--- src/design/lps_pkg.sv ---
// Shared types and constants for the lane pair selector.
// No dependencies; imported by lane_pair_selector_unit.
`default_nettype none

package lps_pkg;

	localparam int COORD_BITS_DEF = 12;
	localparam int OFFSET_BITS    = 10;
	localparam int NUM_POINTS     = 8;
	localparam int NUM_OFFSETS    = 4;
	localparam int CFG_IDX_BITS   = 2;

	localparam logic [OFFSET_BITS-1:0] OFFSET_POINT0_RST = OFFSET_BITS'(120);
	localparam logic [OFFSET_BITS-1:0] OFFSET_POINT1_RST = OFFSET_BITS'(200);
	localparam logic [OFFSET_BITS-1:0] OFFSET_POINT2_RST = OFFSET_BITS'(280);
	localparam logic [OFFSET_BITS-1:0] OFFSET_POINT3_RST = OFFSET_BITS'(400);

	// point order within a spline: sx, sy, 2x, 2y, 3x, 3y, ex, ey
	localparam int PT_START_X = 0;
	localparam int PT_START_Y = 1;
	localparam int PT_END_X   = 6;
	localparam int PT_END_Y   = 7;

	typedef enum logic {
		SIDE_LEFT  = 1'b0,
		SIDE_RIGHT = 1'b1
	} side_t;

	localparam int PAIR_QDEPTH = 2;

endpackage

`default_nettype wire

--- src/design/lane_pair_selector_unit.sv ---
// Lane pair selector: keeps the best left and right spline of a frame and
// emits the pair on the last item. Depends on lps_pkg.
`default_nettype none

//  channel | handshake             | payload
//  --------+-----------------------+----------------------------------------
//  in      | in_valid / in_stall   | has_spline, 8 points, frame_last
//  out     | out_valid / out_stall | lane_side, synthesized, 8 points, pair_last
//  cfg     | cfg_valid / cfg_ready | cfg_index, cfg_data
//
//  One item per cycle unless stalled; the input register feeds the lane state.
//  A frame end with a lane seen pushes a left/right pair into a two-deep queue;
//  each pair leaves over two output transfers, so frame ends set the output rate.
//  The last item of a frame waits in the input register while the queue is full.
//  Reset clears the seen flags, the queue and restores the offset registers.

module lane_pair_selector_unit
	import lps_pkg::*;
#(
	parameter int COORD_BITS = COORD_BITS_DEF
) (
	input  wire                          clk,
	input  wire                          arst_n,

	input  wire                          in_valid,
	output logic                         in_stall,
	input  wire                          has_spline,
	input  wire  signed [COORD_BITS-1:0] start_x,
	input  wire  signed [COORD_BITS-1:0] start_y,
	input  wire  signed [COORD_BITS-1:0] second_x,
	input  wire  signed [COORD_BITS-1:0] second_y,
	input  wire  signed [COORD_BITS-1:0] third_x,
	input  wire  signed [COORD_BITS-1:0] third_y,
	input  wire  signed [COORD_BITS-1:0] end_x,
	input  wire  signed [COORD_BITS-1:0] end_y,
	input  wire                          frame_last,

	output logic                         out_valid,
	input  wire                          out_stall,
	output logic                         lane_side,
	output logic                         synthesized,
	output logic signed [COORD_BITS:0]   out_start_x,
	output logic signed [COORD_BITS:0]   out_start_y,
	output logic signed [COORD_BITS:0]   out_second_x,
	output logic signed [COORD_BITS:0]   out_second_y,
	output logic signed [COORD_BITS:0]   out_third_x,
	output logic signed [COORD_BITS:0]   out_third_y,
	output logic signed [COORD_BITS:0]   out_end_x,
	output logic signed [COORD_BITS:0]   out_end_y,
	output logic                         pair_last,

	input  wire                          cfg_valid,
	output logic                         cfg_ready,
	input  wire  [CFG_IDX_BITS-1:0]      cfg_index,
	input  wire  [OFFSET_BITS-1:0]       cfg_data
);

	localparam int OUT_W = COORD_BITS + 1;
	localparam int SUM_W = ((COORD_BITS > OFFSET_BITS) ? COORD_BITS : OFFSET_BITS) + 2;
	localparam logic signed [SUM_W-1:0] OUT_MAX = SUM_W'((1 << (OUT_W - 1)) - 1);
	localparam logic signed [SUM_W-1:0] OUT_MIN = SUM_W'(-(1 << (OUT_W - 1)));

	// configuration
	logic [OFFSET_BITS-1:0] offset_q [NUM_OFFSETS];

	assign cfg_ready = 1'b1;

	always_ff @(posedge clk or negedge arst_n) begin
		if (!arst_n) begin
			offset_q[0] <= OFFSET_POINT0_RST;
			offset_q[1] <= OFFSET_POINT1_RST;
			offset_q[2] <= OFFSET_POINT2_RST;
			offset_q[3] <= OFFSET_POINT3_RST;
		end else if (cfg_valid && cfg_ready) begin
			offset_q[cfg_index] <= cfg_data;
		end
	end

	// input register
	logic                         valid_s1;
	logic                         has_spline_s1;
	logic                         frame_last_s1;
	logic signed [COORD_BITS-1:0] pts_s1 [NUM_POINTS];
	logic                         in_xfer;
	logic                         s1_go;
	logic                         s1_fire;

	// lane state
	logic                         left_seen_q;
	logic                         right_seen_q;
	logic signed [COORD_BITS-1:0] left_pts_q  [NUM_POINTS];
	logic signed [COORD_BITS-1:0] right_pts_q [NUM_POINTS];

	// pair queue
	logic                         q_head_q;
	logic                         q_tail_q;
	logic [1:0]                   q_cnt_q;
	logic                         half_q;
	logic signed [OUT_W-1:0]      q_pts_q   [PAIR_QDEPTH][2][NUM_POINTS];
	logic                         q_synth_q [PAIR_QDEPTH][2];
	logic                         q_full;
	logic                         out_xfer;
	logic                         pop;
	logic                         push;

	assign q_full   = (q_cnt_q == 2'(PAIR_QDEPTH));
	assign s1_go    = !frame_last_s1 || !q_full;
	assign s1_fire  = valid_s1 && s1_go;
	assign in_stall = valid_s1 && !s1_go;
	assign in_xfer  = in_valid && !in_stall;

	always_ff @(posedge clk or negedge arst_n) begin
		if (!arst_n) begin
			valid_s1 <= 1'b0;
		end else if (in_xfer) begin
			valid_s1 <= 1'b1;
		end else if (s1_go) begin
			valid_s1 <= 1'b0;
		end
	end

	always_ff @(posedge clk) begin
		if (in_xfer) begin
			has_spline_s1 <= has_spline;
			frame_last_s1 <= frame_last;
			pts_s1[0]     <= start_x;
			pts_s1[1]     <= start_y;
			pts_s1[2]     <= second_x;
			pts_s1[3]     <= second_y;
			pts_s1[4]     <= third_x;
			pts_s1[5]     <= third_y;
			pts_s1[6]     <= end_x;
			pts_s1[7]     <= end_y;
		end
	end

	// classify, select, build the pair
	logic                         is_left;
	logic                         take_left;
	logic                         take_right;
	logic                         nl_seen;
	logic                         nr_seen;
	logic signed [COORD_BITS-1:0] nl_pts [NUM_POINTS];
	logic signed [COORD_BITS-1:0] nr_pts [NUM_POINTS];
	logic signed [OUT_W-1:0]      pair_pts [2][NUM_POINTS];
	logic signed [SUM_W-1:0]      l_ext;
	logic signed [SUM_W-1:0]      r_ext;
	logic signed [SUM_W-1:0]      off_ext;
	logic signed [SUM_W-1:0]      l_sum;
	logic signed [SUM_W-1:0]      r_sum;
	logic signed [OUT_W-1:0]      l_sat;
	logic signed [OUT_W-1:0]      r_sat;

	always_comb begin
		is_left    = (pts_s1[PT_END_X] < pts_s1[PT_START_X]) &&
		             (pts_s1[PT_END_Y] >= pts_s1[PT_START_Y]);
		take_left  = has_spline_s1 && is_left &&
		             (!left_seen_q || (pts_s1[PT_START_X] > left_pts_q[PT_START_X]));
		take_right = has_spline_s1 && !is_left &&
		             (!right_seen_q || (pts_s1[PT_END_X] < right_pts_q[PT_END_X]));
		nl_seen    = left_seen_q || take_left;
		nr_seen    = right_seen_q || take_right;
		for (int k = 0; k < NUM_POINTS; k++) begin
			nl_pts[k] = take_left  ? pts_s1[k] : left_pts_q[k];
			nr_pts[k] = take_right ? pts_s1[k] : right_pts_q[k];
		end
		l_ext   = '0;
		r_ext   = '0;
		off_ext = '0;
		l_sum   = '0;
		r_sum   = '0;
		l_sat   = '0;
		r_sat   = '0;
		for (int k = 0; k < NUM_POINTS; k++) begin
			l_ext = {{(SUM_W - COORD_BITS){nl_pts[k][COORD_BITS-1]}}, nl_pts[k]};
			r_ext = {{(SUM_W - COORD_BITS){nr_pts[k][COORD_BITS-1]}}, nr_pts[k]};
			if (k % 2 == 0) begin
				off_ext = {{(SUM_W - OFFSET_BITS){1'b0}}, offset_q[k / 2]};
			end else begin
				off_ext = '0;
			end
			l_sum = r_ext - off_ext;
			r_sum = l_ext + off_ext;
			if (l_sum > OUT_MAX) begin
				l_sat = OUT_MAX[OUT_W-1:0];
			end else if (l_sum < OUT_MIN) begin
				l_sat = OUT_MIN[OUT_W-1:0];
			end else begin
				l_sat = l_sum[OUT_W-1:0];
			end
			if (r_sum > OUT_MAX) begin
				r_sat = OUT_MAX[OUT_W-1:0];
			end else if (r_sum < OUT_MIN) begin
				r_sat = OUT_MIN[OUT_W-1:0];
			end else begin
				r_sat = r_sum[OUT_W-1:0];
			end
			pair_pts[SIDE_LEFT][k]  = nl_seen ? l_ext[OUT_W-1:0] : l_sat;
			pair_pts[SIDE_RIGHT][k] = nr_seen ? r_ext[OUT_W-1:0] : r_sat;
		end
	end

	assign push = s1_fire && frame_last_s1 && (nl_seen || nr_seen);

	// lane state update; a frame end drops both sides
	always_ff @(posedge clk or negedge arst_n) begin
		if (!arst_n) begin
			left_seen_q  <= 1'b0;
			right_seen_q <= 1'b0;
		end else if (s1_fire) begin
			left_seen_q  <= nl_seen && !frame_last_s1;
			right_seen_q <= nr_seen && !frame_last_s1;
		end
	end

	always_ff @(posedge clk) begin
		if (s1_fire) begin
			left_pts_q  <= nl_pts;
			right_pts_q <= nr_pts;
		end
	end

	// pair queue: left half first, then right half
	assign out_valid = (q_cnt_q != 2'd0);
	assign out_xfer  = out_valid && !out_stall;
	assign pop       = out_xfer && half_q;

	always_ff @(posedge clk or negedge arst_n) begin
		if (!arst_n) begin
			q_head_q <= 1'b0;
			q_tail_q <= 1'b0;
			q_cnt_q  <= 2'd0;
			half_q   <= 1'b0;
		end else begin
			if (out_xfer) begin
				half_q <= !half_q;
			end
			if (pop) begin
				q_head_q <= !q_head_q;
			end
			if (push) begin
				q_tail_q <= !q_tail_q;
			end
			unique case ({push, pop})
				2'b10:   q_cnt_q <= q_cnt_q + 2'd1;
				2'b01:   q_cnt_q <= q_cnt_q - 2'd1;
				default: q_cnt_q <= q_cnt_q;
			endcase
		end
	end

	always_ff @(posedge clk) begin
		if (push) begin
			q_pts_q[q_tail_q]               <= pair_pts;
			q_synth_q[q_tail_q][SIDE_LEFT]  <= !nl_seen;
			q_synth_q[q_tail_q][SIDE_RIGHT] <= !nr_seen;
		end
	end

	assign lane_side    = half_q;
	assign pair_last    = half_q;
	assign synthesized  = q_synth_q[q_head_q][half_q];
	assign out_start_x  = q_pts_q[q_head_q][half_q][0];
	assign out_start_y  = q_pts_q[q_head_q][half_q][1];
	assign out_second_x = q_pts_q[q_head_q][half_q][2];
	assign out_second_y = q_pts_q[q_head_q][half_q][3];
	assign out_third_x  = q_pts_q[q_head_q][half_q][4];
	assign out_third_y  = q_pts_q[q_head_q][half_q][5];
	assign out_end_x    = q_pts_q[q_head_q][half_q][6];
	assign out_end_y    = q_pts_q[q_head_q][half_q][7];

	a_cnt_bound: assert property (@(posedge clk) disable iff (!arst_n)
		q_cnt_q <= 2'(PAIR_QDEPTH))
		else $error("pair queue count out of range");

	a_no_push_full: assert property (@(posedge clk) disable iff (!arst_n)
		push |-> (!q_full || pop))
		else $error("pair pushed into full queue");

	a_frame_clear: assert property (@(posedge clk) disable iff (!arst_n)
		(s1_fire && frame_last_s1) |=> (!left_seen_q && !right_seen_q))
		else $error("lane state kept across frame end");

	a_right_follows: assert property (@(posedge clk) disable iff (!arst_n)
		(out_xfer && !half_q) |=> (out_valid && half_q))
		else $error("right lane missing after left lane");

	a_one_real_side: assert property (@(posedge clk) disable iff (!arst_n)
		out_valid |-> !(q_synth_q[q_head_q][SIDE_LEFT] && q_synth_q[q_head_q][SIDE_RIGHT]))
		else $error("pair with both sides synthesized");

endmodule

`default_nettype wire

--- config.mk ---
export PLATFORM = sky130hd
export DESIGN_NAME = lane_pair_selector_unit
export DESIGN_NICKNAME = d
export VERILOG_FILES = /design/src/design/lps_pkg.sv /design/src/design/lane_pair_selector_unit.sv
export SDC_FILE = /design/constraint.sdc
export NUM_CORES = 1
export LEC_CHECK = 0
export BUFFER_PORTS_ARGS = -buffer_cell sky130_fd_sc_hd__buf_4
export CAP_MARGIN = 10
export CORE_MARGIN = 2
export CORE_UTILIZATION = 61
export DETAILED_ROUTE_END_ITERATION = 12
export MAX_ROUTING_LAYER = met4
export PLACE_DENSITY = 0.91
export SLEW_MARGIN = 20
export SYNTH_ARGS = -nofsm -noshare
export SYNTH_HDL_FRONTEND = slang
export SYNTH_SLANG_ARGS = --single-unit
--- constraint.sdc ---
create_clock -name clk -period 25.8 [get_ports clk]
set_input_delay 6.45 -clock clk [delete_from_list [all_inputs] [get_ports clk]]
set_output_delay 6.45 -clock clk [all_outputs]
set_load 0.005 [all_outputs]
# Word level (Yosys, flattened, before mapping)
# Memory sizes are Yosys's and may differ from the RTL's.
# Index checks and enable logic that the tools add are counted.
# classes
n_addsub,10
n_lt_le_gt_ge,39
eq_ne,3
n_mux,80
bitwise,2
n_reduce_logical,37
# ops
cell,count
2-to-1 mux 13 bit,48
2-to-1 mux 104 bit,3
2-to-1 mux 12 bit,16
greater-than comparator 12 x 13 -> 1 bit (second input constant),8
greater-than comparator 13 bit (second input constant),8
less-than comparator 12 x 13 -> 1 bit (second input constant),8
less-than comparator 13 bit (second input constant),8
adder 12 x 11 -> 13 bit,4
subtractor 12 x 11 -> 13 bit,4
bitwise mux 40 bit,1
less-than comparator 12 bit,2
demux 10 bit (select 2 bit),1
logical AND 1 bit,15
logical NOT 1 bit,13
greater-or-equal comparator 12 bit,1
greater-than comparator 12 bit,1
2-to-1 mux 10 bit,1
2-to-1 mux 1 bit,9
logical OR 1 bit,6
nonzero test 2 bit,3
== test 2 bit (second input constant),2
one-hot mux 2 bit (2 select lines),1
greater-or-equal comparator 3 bit (second input constant),1
less-than comparator 3 x 1 -> 1 bit (second input constant),1
other kinds (6),6
# totals
register_bits,242
mem_bits_rw,516
input_bits,115
word_cells,203
memories,3
# mem_list
memory,words,width,read_ports,rd_clocked_by_memory_dff,write_ports,line_no,rtl
q_pts_q,2,208,1,0,1,lane_pair_selector_unit.sv:99,logic signed [OUT_W-1:0] q_pts_q [PAIR_QDEPTH][2][NUM_POINTS];
pts_s1,8,12,8,0,8,lane_pair_selector_unit.sv:83,logic signed [COORD_BITS-1:0] pts_s1 [NUM_POINTS];
q_synth_q,2,2,1,0,1,lane_pair_selector_unit.sv:100,logic q_synth_q [PAIR_QDEPTH][2];

# Longest topological paths before layout
# Gate-level depths: netlist of the first run.
# An unclocked memory read counts as a cell.
# depth
word_depth,12
mapped_depth,21

# Worst setup path before layout of the first run
# Ideal clock, no wire load.
# synth_timing
path_kind,register to register
from,reg frame_last_s1
to,mem q_pts_q[1][0] in the netlist's numbering (enable)
setup_time_ns,0.766
arrival_ns,20.985
required_ns,25.034
path_slack_ns,4.049
path_stages_with_launch,6
n_path_buf,0
synth_period_minus_slack_ns,21.751
path_cell_list,edfxtp_1 nand2_1 nor2_1 nor2b_1 o311ai_0 nor2_1
# synth_via
elab_chain_len,7
# synth_rtl
item,line_no,rtl
start: declaration,lane_pair_selector_unit.sv:82,logic frame_last_s1;
start signal: assignment,lane_pair_selector_unit.sv:125,frame_last_s1 <= frame_last;
logical NOT 1 bit,lane_pair_selector_unit.sv:107,assign s1_go = !frame_last_s1 || !q_full;
logical OR 1 bit,lane_pair_selector_unit.sv:107,
logical AND 1 bit,lane_pair_selector_unit.sv:108,assign s1_fire = valid_s1 && s1_go;
net s1_fire,lane_pair_selector_unit.sv:86,logic s1_fire;
logical AND 1 bit (2 in a row),lane_pair_selector_unit.sv:203,assign push = s1_fire && frame_last_s1 && (nl_seen || nr_seen);
2-to-1 mux 1 bit,lane_pair_selector_unit.sv:253,if (push) begin
2-to-1 mux 1 bit (not written as such),lane_pair_selector_unit.sv:254,q_pts_q[q_tail_q] <= pair_pts;
end: declaration,lane_pair_selector_unit.sv:99,
# The timed path passes the listed nets, and every way through them passes these cells.

# Worst setup path after layout of the first run
# layout_timing
from,reg q_head_q
to,out out_third_x[9]
# layout_via
elab_chain_len,4
# layout_rtl
item,line_no,rtl
start: declaration,lane_pair_selector_unit.sv:95,logic q_head_q;
start signal: assignment,lane_pair_selector_unit.sv:239,q_head_q <= !q_head_q;
memory (2 x 208 bit),--,
2-to-1 mux 104 bit (3 in a row),--,
end: declaration,lane_pair_selector_unit.sv:46,"output logic signed [COORD_BITS:0] out_third_x,"
# Every way passes these cells. The select of a mux whose other input is x is not followed.

==> results.yml, run 1 <==
worst_setup_path:
  endpoint_kind: "output pin"
  reg2reg_to: "q_pts_q[1][50]"
  critPathCapture: "out_third_x[9]"
  crit_start: "q_head_q"
  r2r_slack_ns: 20.12
  crit_fanout: 38
  worstSetupPathType: "register to output pin"
  r2r_start: "pts_s1[0][9]"
  rr_worst_depth: 19
  arrival_ns: 3.74
  cp.required_ns: 19.35
  start_kind: "register"
grt:
  grt_max_degree: 75
  antenna_found_initial: 5
  global_route.usage.total_pct: 28.0
  grt-ovfl-total: 0
  grt_pass1_wl_um: 122000
  grt_pass1_vias: 21100
sta:
  clock_skew_ns: 0.0220
  fin_crit_ns: 10.19
  fmax_mhz: 98.2
  grt_setup_unrepaired: "false"
  maxSlewHeadroom_pct: 28.0
  worst_pin_slew_ns: 1.08
  report.final.slew_viol_count: 0
  fin_crit_sh_pct: 39.5
  setup_viol: 0
  hold_violations: 0
  fin_setup_tns_ns: 0
pwr:
  p_switching_uw: 1620
  pwr-share-seq_pct: 39.7
  switching_share_pct: 33.5
  p_leak_uw: 0.0157
  ir_drop_mv: 0.0770
  comb_power_share_pct: 37.9
  clockPowerShare_pct: 22.4
  power_density_nw_per_um2: 122
  p_int_uw: 3210
cells_and_area:
  final_cells: 3367
  final_common_cell: "edfxtp_1"
  syn2layout_area_growth_pct: 13.8
  design_area_sq_um: 39800
  drive_gt1_share_pct: 23.3
  fin_nets: 2806
  mostFrequentLayoutCells: "edfxtp_1 (694), buf_4 (249), inv_1 (217), mux2i_1 (209)"
route:
  wl_per_cell_um: 23.8
  vias_per_cell: 6.08
  postRouteAntennaNets: 0
  drt-initial-drc-count: 1907
  post-route-drc-count: 0
  drt_pass1_iterations: 5
  wirelength_um: 80200
  via_count: 20500
cts:
  cts-root-buf: "clkbuf_16"
  hold_buffers: 0
  numClockSinks: 742
  post-cts-setup-buffers: 0
  cts_max_path_buffers: 3
  cts_tree: "done"
  clk_pin_slew_ns: 0.06
  cts_buffers: 76
  cts_resized: 0
  clock_insertion_delay_worst_skew_ns: 0.62
  cts_max_level: 3
yosys:
  syn_avg_cell_area_sq_um: 15.1
  synth_fp_nets: 2565
  synth_top_family_by_area: "multiplexers"
  synthAdderAreaFrac_pct: 5.29
  synthDistinctLibCells: 64
  netlist_area_sq_um: 34900
  netlist_instances: 2307
  yosysSeqAreaShare_pct: 63.1
  async_reset_ff_share_pct: 6.47
  synthMuxAreaShare_pct: 16.4
  synth_seq_cells: 742
  ys.flop_type: "edfxtp_1"
  synth-edff-count: 694
  synth_compound_area_share_pct: 5.10
  yosysWarningCount: 0
  synth_xor_area_share_pct: 2.11
  synthSimpleGateAreaFrac_pct: 4.09
place:
  dpl-instance-area_sq_um: 37300
  place_inst: 3226
  gp_congestion: 0.940
  io_buffers: 223
  post-dp-hpwl_um: 53200
flow_run:
  drv.max_cap_violation_count: 0
floorplan:
  ioPinCount: 225
  start_util_pct: 61.8
  dieArea_sq_um: 59200
  coreArea_sq_um: 56500
  placement_rows: 87
  die_x_um: 243
  die_h_um: 243
min_path:
  worst_hold_path_type: "register to register"
outcome:
  status: "finished, final reports clean"
==> cell families (layout without fill, tap and decap cells) <==
kind of cell / after synthesis / count (layout)
flip-flops: 742 / 742
multiplexers: 427 / 427
AND/OR/NAND/NOR: 308 / 308
buffers and inverters: 306 / 606
AO/OA/AOI/OAI: 296 / 296
adder cells (fa/ha/maj): 143 / 143
XOR/XNOR: 84 / 84
other: 1 / 5
==> critical path, cell delays in order, from the launching register on <==
cell and delay, ns:
dfrtp_4 0.82, buf_4 0.72, buf_4 0.70, mux4_2 0.60, buf_4 0.16
==> worst min path at each step <==
stage | from | endpoint | slack [ns] | cells after the start
2_1_floorplan | frame_last_s1 | left_seen_q | 0.46 | 1
5_1_grt | q_cnt_q[1] | q_cnt_q[1] | 0.52 | 1
3_5_place_dp | q_cnt_q[1] | q_cnt_q[1] | 0.49 | 1
6_report | q_cnt_q[1] | q_cnt_q[1] | 0.50 | 1
3_3_place_gp | q_cnt_q[1] | q_cnt_q[1] | 0.49 | 1
4_1_cts | q_cnt_q[1] | q_cnt_q[1] | 0.50 | 1
==> metal layers <==
metal	routed length, um	global-route usage, %
met3	5180	3.99
met2	40200	46.0
met5	0	-
met4	2200	8.86
met1	32700	36.6
==> stage by stage <==
step | power [uW] | hold WS [ns] | utilization, % | setup slack (ns)
final | 4830 | 0.496 | 70.4 | 15.61
after global routing | 5060 | 0.518 | 70.4 | 15.27
after CTS | 4840 | 0.501 | 70.3 | 15.41
after detailed placement | 3740 | 0.490 | 66.0 | 16.09
after global placement | 3630 | 0.486 | 66.0 | 16.19
after floorplan | 3170 | 0.462 | - | 4.05
==> Yosys cell counts (8+ instances only) <==
library cell    n  area, sq um
nand3_1        12         60.1
xor2_1         34          298
buf_4          13         97.6
dfrtp_1        35          876
mux2i_2        10          138
o31ai_1        10         75.1
buf_2          17         85.1
buf_6          16          180
o21a_1         14          105
nand2b_1       13         81.3
xnor2_1        50          438
buf_1          25         93.8
mux4_2        101         2270
dfstp_2        13          342
a21oi_1       135          676
mux2_2         98         1100
clkbuf_1       15         56.3
edfxtp_1      694        20800
mux2i_1       209         2090
o211ai_1       14          105
inv_1         217          815
a21o_1         15          113
a31oi_1        12         75.1
nand2_1        61          229
o21ai_0        54          270
ha_1          135         1690
nor2b_1        26          163
fa_1            8          160
nor3_1         23          115
nor2_1        131          492
==> final cells by class <==
class / instances / area [sq um]
well taps: 756 / 946
clock buffers: 98 / 2080
diodes: 4 / 10.0
fillers: 3493 / 16700
clock inverters: 39 / 377
flip-flops and latches: 742 / 22100
repair buffers: 249 / 1870
inverters: 220 / 828
multi-input cells: 1259 / 11600
==> power groups by stage <==
stage	Sequential [uW]	Combinational (uW)	Clock, uW
4_1_cts	1920	1830	1100
3_3_place_gp	1920	1720	0
3_5_place_dp	1940	1800	0
2_1_floorplan	1910	1260	0
6_report	1920	1830	1080
5_1_grt	1940	1980	1140
==> state kept, by name, indices dropped and copies added (netlist names) <==
register       flops
right_seen_q       1
valid_s1           1
left_seen_q        1
q_cnt_q            2
pts_s1            96
frame_last_s1      1
offset_q          40
has_spline_s1      1
right_pts_q       96
left_pts_q        96
q_pts_q          400
lane_side          1
q_tail_q           1
q_synth_q          4
q_head_q           1
Power figures use the tool's default switching activity.
==> inputs of run 2 (changes only) <==
==> constraint.sdc (replaced) <==
create_clock -name clk -period 9.8 [get_ports clk]
set_input_delay 2.45 -clock clk [delete_from_list [all_inputs] [get_ports clk]]
set_output_delay 2.45 -clock clk [all_outputs]
set_load 0.005 [all_outputs]
==> results.yml, run 2 (synthesis results as in run 1) <==
worst_setup_path:
  path_cells: "ha_1 > a21o_1 > a2111oi_2 > a21oi_1 > a311oi_4 > nand4_1 > buf_4 > mux2i_1 > inv_1 > ha_1 > a211oi_1 > o211ai_1 > and3_1 > o41ai_1 > nor2b_1 > xor2_1 > mux2i_1 > o21ai_0"
  worst-path-buf-inv: 2
  arrival_ns: 5.93
  worstSetupPathType: "register to register"
  start_kind: "register"
  critPathMaxStageDelay_ns: 0.53
  crit_fanout: 47
  cp.required_ns: 10.12
  cp_top_family: "compound AO/OA/AOI/OAI gates"
  endpoint_kind: "register"
  crit_slowest_cell: "o41ai_1"
pwr:
  p_leak_uw: 0.0157
  switching_share_pct: 33.4
  power_density_nw_per_um2: 318
  ir_drop_mv: 0.180
  p_switching_uw: 4220
  clockPowerShare_pct: 22.2
  pwr-share-seq_pct: 39.7
  comb_power_share_pct: 38.0
  p_int_uw: 8430
sta:
  maxSlewHeadroom_pct: 28.2
  fmax_mhz: 178
  grt_setup_unrepaired: "false"
  worst_pin_slew_ns: 1.08
  clock_skew_ns: 0.0361
  hold_violations: 0
  hold_slack_ns: 0.544
  fin_crit_ns: 5.60
  fin_crit_sh_pct: 57.2
  fin_setup_tns_ns: 0
  report.final.slew_viol_count: 0
  setup_viol: 0
cts:
  cts_tree: "done"
  cts_max_level: 3
  post-cts-setup-buffers: 0
  cts-root-buf: "clkbuf_16"
  cts_max_path_buffers: 3
  cts_resized: 0
  hold_buffers: 0
  numClockSinks: 742
  clock_insertion_delay_worst_skew_ns: 0.63
  cts_buffers: 76
  clk_pin_slew_ns: 0.06
route:
  dr_wl_met2_um: 38700
  postRouteAntennaNets: 0
  drt_pass1_iterations: 5
  maxUsedRoutingLayer: "met4"
  wirelength_um: 78900
  wl_met3_um: 5610
  via_count: 20500
  vias_per_cell: 6.11
  wl_per_cell_um: 23.5
  drt-initial-drc-count: 1915
  post-route-drc-count: 0
  m1WireLength_um: 32100
floorplan:
  start_util_pct: 61.8
  die_x_um: 243
  ioPinCount: 225
  coreArea_sq_um: 56500
  placement_rows: 87
  dieArea_sq_um: 59200
  die_h_um: 243
grt:
  grt-ovfl-total: 0
  global_route.usage.total_pct: 27.6
  grt_pass1_wl_um: 121000
  antenna_found_initial: 0
  grt_pass1_vias: 21500
  grt_max_degree: 173
cells_and_area:
  regMostFlops: "q_pts_q"
  largest_reg_flops: 400
  final_common_cell: "edfxtp_1"
  mostFrequentLayoutCells: "edfxtp_1 (694), buf_4 (239), inv_1 (217), mux2i_1 (209)"
  n_antenna_cell: 0
  syn2layout_area_growth_pct: 13.7
  fin_nets: 2800
  drive_gt1_share_pct: 23.4
min_path:
  worst_hold_path_type: "register to register"
place:
  io_buffers: 223
  gp_congestion: 0.941
  post-dp-hpwl_um: 51200
outcome:
  status: "finished, final reports clean"
flow_run:
  drv.max_cap_violation_count: 0
[run 2: cell count changes in the layout (fill, tap and decap cells not counted), moves of 4 or more]
cell      delta
buf_4       -10
clkbuf_8     +6
buf_12       +4
clkinv_1     -4
clkinv_2     +4
diode_2      -4
[run 2: metal layers]
layer  global-route usage, %  vias to the layer above
met5                       -                        -
met4                    9.87                        0
met3                    4.49                      156
met2                    44.4                      847
met1                    35.8                    10400
li1                        -                     9126
[run 2: power groups by stage]
| stage | registers [uW] | logic [uW] | clock network, uW |
|---|---|---|---|
| floorplan | 4930 | 3330 | 0 |
| finish | 5030 | 4810 | 2810 |
| global placement | 5030 | 4550 | 0 |
| CTS | 5030 | 4790 | 2850 |
| detailed placement | 5080 | 4740 | 0 |
| global route | 5090 | 5210 | 2970 |
[run 2: worst reg2reg max path, cell delays in order, from the launching register on]
cell,delay [ns]
edfxtp_1,0.45
ha_1,0.35
a21o_1,0.18
a2111oi_2,0.38
a21oi_1,0.19
a311oi_4,0.50
nand4_1,0.20
buf_4,0.40
mux2i_1,0.46
inv_1,0.11
ha_1,0.30
a211oi_1,0.32
o211ai_1,0.17
and3_1,0.24
o41ai_1,0.53
nor2b_1,0.15
xor2_1,0.17
mux2i_1,0.12
o21ai_0,0.11
[run 2: per-stage QoR]
| stage | setup WS, ns | std cells | utilization, % | cell area, sq um | power, uW |
|---|---|---|---|---|---|
| final | 4.20 | 3357 | 70.3 | 39700 | 12700 |
| after global routing | 3.84 | 3357 | 70.3 | 39700 | 13300 |
| after CTS | 4.13 | 3356 | 70.3 | 39700 | 12700 |
| after detailed placement | 4.21 | 3219 | 66.0 | 37300 | 9820 |
| after global placement | 4.45 | 3219 | 66.0 | 37300 | 9580 |
| after floorplan | 1.14 | 2307 | - | 35000 | 8250 |
[run 2: final timing paths]
path                          startpoint  cells after the start              to  slack [ns]
max                        pts_s1[1][33]                     18  q_pts_q[1][50]        4.20
min                             valid_s1                      2        valid_s1        0.54
max reg2reg                pts_s1[1][33]                     18  q_pts_q[1][50]        4.20
min reg2reg                     valid_s1                      2        valid_s1        0.54
max in group asynchronous         arst_n                      1        q_head_q        7.40
min in group asynchronous         arst_n                      1    offset_q[38]        1.89
[run 2: cell type report]
cell class	instances	area, sq um
clock buffer	101	2110
clock inverter	36	318
fill	3536	16800
inverter	220	828
multi-input combinational	1259	11600
sequential	742	22100
tap	756	946
timing repair buffer	243	1870
==> inputs of run 3 (changes only) <==
--- a/config.mk
+++ b/config.mk
@@ -8,10 +8,10 @@
 export BUFFER_PORTS_ARGS = -buffer_cell sky130_fd_sc_hd__buf_4
 export CAP_MARGIN = 10
 export CORE_MARGIN = 2
-export CORE_UTILIZATION = 61
+export CORE_UTILIZATION = 55
 export DETAILED_ROUTE_END_ITERATION = 12
 export MAX_ROUTING_LAYER = met4
-export PLACE_DENSITY = 0.91
+export PLACE_DENSITY = 0.87
 export SLEW_MARGIN = 20
 export SYNTH_ARGS = -nofsm -noshare
 export SYNTH_HDL_FRONTEND = slang
==> constraint.sdc (replaced) <==
create_clock -name clk -period 4.89 [get_ports clk]
set_input_delay 1.2225 -clock clk [delete_from_list [all_inputs] [get_ports clk]]
set_output_delay 1.2225 -clock clk [all_outputs]
set_load 0.005 [all_outputs]
==> results.yml, run 3 (synthesis results as in run 1) <==
worst_setup_path:
  r2r_start: "pts_s1[1][26]"
  endpoint_kind: "register"
  r2r_slack_ns: 0.13
  rr_worst_depth: 18
  reg2reg_to: "q_pts_q[0][154]"
  crit_fanout: 14
  worstSetupPathType: "register to register"
  cp.required_ns: 5.22
  arrival_ns: 5.08
  start_kind: "register"
route:
  wl_per_cell_um: 23.2
  via_count: 20900
  drt-initial-drc-count: 1610
  drt_pass1_iterations: 7
  wirelength_um: 82400
  post-route-drc-count: 0
  vias_per_cell: 5.89
  postRouteAntennaNets: 0
cells_and_area:
  largest_reg_flops: 400
  final_common_cell: "edfxtp_1"
  syn2layout_area_growth_pct: 17.6
  fin_nets: 2899
  final_cells: 3549
  design_area_sq_um: 41100
  regMostFlops: "q_pts_q"
  drive_gt1_share_pct: 27.6
  mostFrequentLayoutCells: "edfxtp_1 (694), buf_4 (322), inv_1 (216), mux2i_1 (207), ha_1 (129)"
cts:
  cts_max_level: 3
  cts_tree: "done"
  cts-root-buf: "clkbuf_16"
  cts_max_path_buffers: 3
  hold_buffers: 0
  numClockSinks: 742
  cts_buffers: 78
  clock_insertion_delay_worst_skew_ns: 0.63
  clk_pin_slew_ns: 0.06
min_path:
  holdPathEnd: "q_cnt_q[1]"
  holdPathStages: 1
  worst_hold_path_type: "register to register"
  min-delay-start: "q_cnt_q[1]"
floorplan:
  dieArea_sq_um: 65500
  placement_rows: 92
  coreArea_sq_um: 63000
  die_h_um: 256
  die_x_um: 256
  ioPinCount: 225
  start_util_pct: 55.5
grt:
  grt_max_degree: 141
  grt-ovfl-total: 0
  grt_pass1_vias: 21700
  antenna_found_initial: 1
  grt_pass1_wl_um: 125000
  global_route.usage.total_pct: 25.7
place:
  dpl-instance-area_sq_um: 38100
  post-dp-hpwl_um: 53600
  place_inst: 3389
  gp_congestion: 0.925
  io_buffers: 223
pwr:
  p_leak_uw: 0.0163
  ir_drop_mv: 0.493
  power_density_nw_per_um2: 641
flow_run:
  drv.max_cap_violation_count: 0
sta:
  setup_viol: 0
  worst_pin_slew_ns: 1.04
  hold_violations: 0
  fmax_mhz: 210
  fin_crit_sh_pct: 97.3
  hold_slack_ns: 0.517
  fin_crit_ns: 4.76
  report.final.slew_viol_count: 0
  maxSlewHeadroom_pct: 29.5
  clock_skew_ns: 0.0329
  grt_setup_unrepaired: "true"
outcome:
  status: "finished, final reports clean"
-- run 3: changes by cell type in the layout (fill, tap and decap cells not counted), sizes merged --
cell | previous run | this run
buf | 243 | 338
clkinv | 25 | 30
bufinv | 4 | 7
inv | 224 | 222
bufbuf | 0 | 1
clkbuf | 101 | 100
diode | 0 | 1
-- run 3: metal layers --
layer | GRT usage (%) | part of all wire [%]
met1 | 32.8 | 40
met2 | 41.7 | 49
met3 | 4.55 | 7.2
met4 | 9.18 | 3.3
met5 | - | 0
-- run 3: worst max-delay path by stage --
stage                   from               to  cells past startpoint
2_1_floorplan  frame_last_s1    q_pts_q[0][0]                      5
3_3_place_gp   pts_s1[0][10]  q_pts_q[0][153]                     19
3_5_place_dp   pts_s1[1][26]  q_pts_q[1][153]                     17
4_1_cts         pts_s1[0][9]  q_pts_q[0][102]                     19
5_1_grt        pts_s1[1][33]   q_pts_q[1][50]                     19
6_report       pts_s1[1][26]  q_pts_q[0][154]                     18
-- run 3: critical path: stages (launching register included) --
cell,delay (ns)
edfxtp_1,0.50
ha_1,0.26
a2111oi_2,0.56
o31ai_1,0.15
a41o_1,0.29
a211oi_4,0.28
buf_12,0.18
buf_16,0.18
mux2_2,0.38
ha_1,0.30
buf_4,0.15
o21a_1,0.20
o31ai_4,0.09
a21oi_2,0.14
o211ai_1,0.32
nand2_1,0.13
xnor2_1,0.15
mux2i_1,0.12
mux2i_1,0.10
-- run 3: layout make-up --
type	instances	area (sq um)
Sequential cell	742	22100
Fill cell	4323	21900
Multi-Input combinational cell	1259	11800
Timing Repair Buffer	340	2790
Clock buffer	99	2080
Tap cell	846	1060
Inverter	220	828
Clock inverter	42	405
Antenna cell	1	2.50
-- run 3: repair_timing --
action / 4_1_cts / 5_1_grt
pin swaps: 2 / 20
setup endpoints to repair: 28 / 90
resized for setup: 16 / 55
gates cloned: 1 / 1
setup buffers: 4 / 12
-- run 3: power breakdown --
part	switching, uW	leakage (uW)	total, uW	internal (uW)
Clock	2400	0.00122	5790	3390
Sequential	680	0.00706	10100	9410
Combinational	5680	0.00799	10400	4760
Total	8760	0.0163	26300	17600
-- run 3: stage by stage --
stage	worst slack, ns	util [%]	TNS (ns)	total power, uW
final	0.133	65.2	0	26300
after global routing	-0.0645	65.2	-0.494	27700
after CTS	-0.0185	64.7	-0.0374	26200
after detailed placement	-0.170	60.6	-1.27	20200
after global placement	-0.0388	60.6	-0.0775	19700
after floorplan	-3.58	-	-1447.13	16500
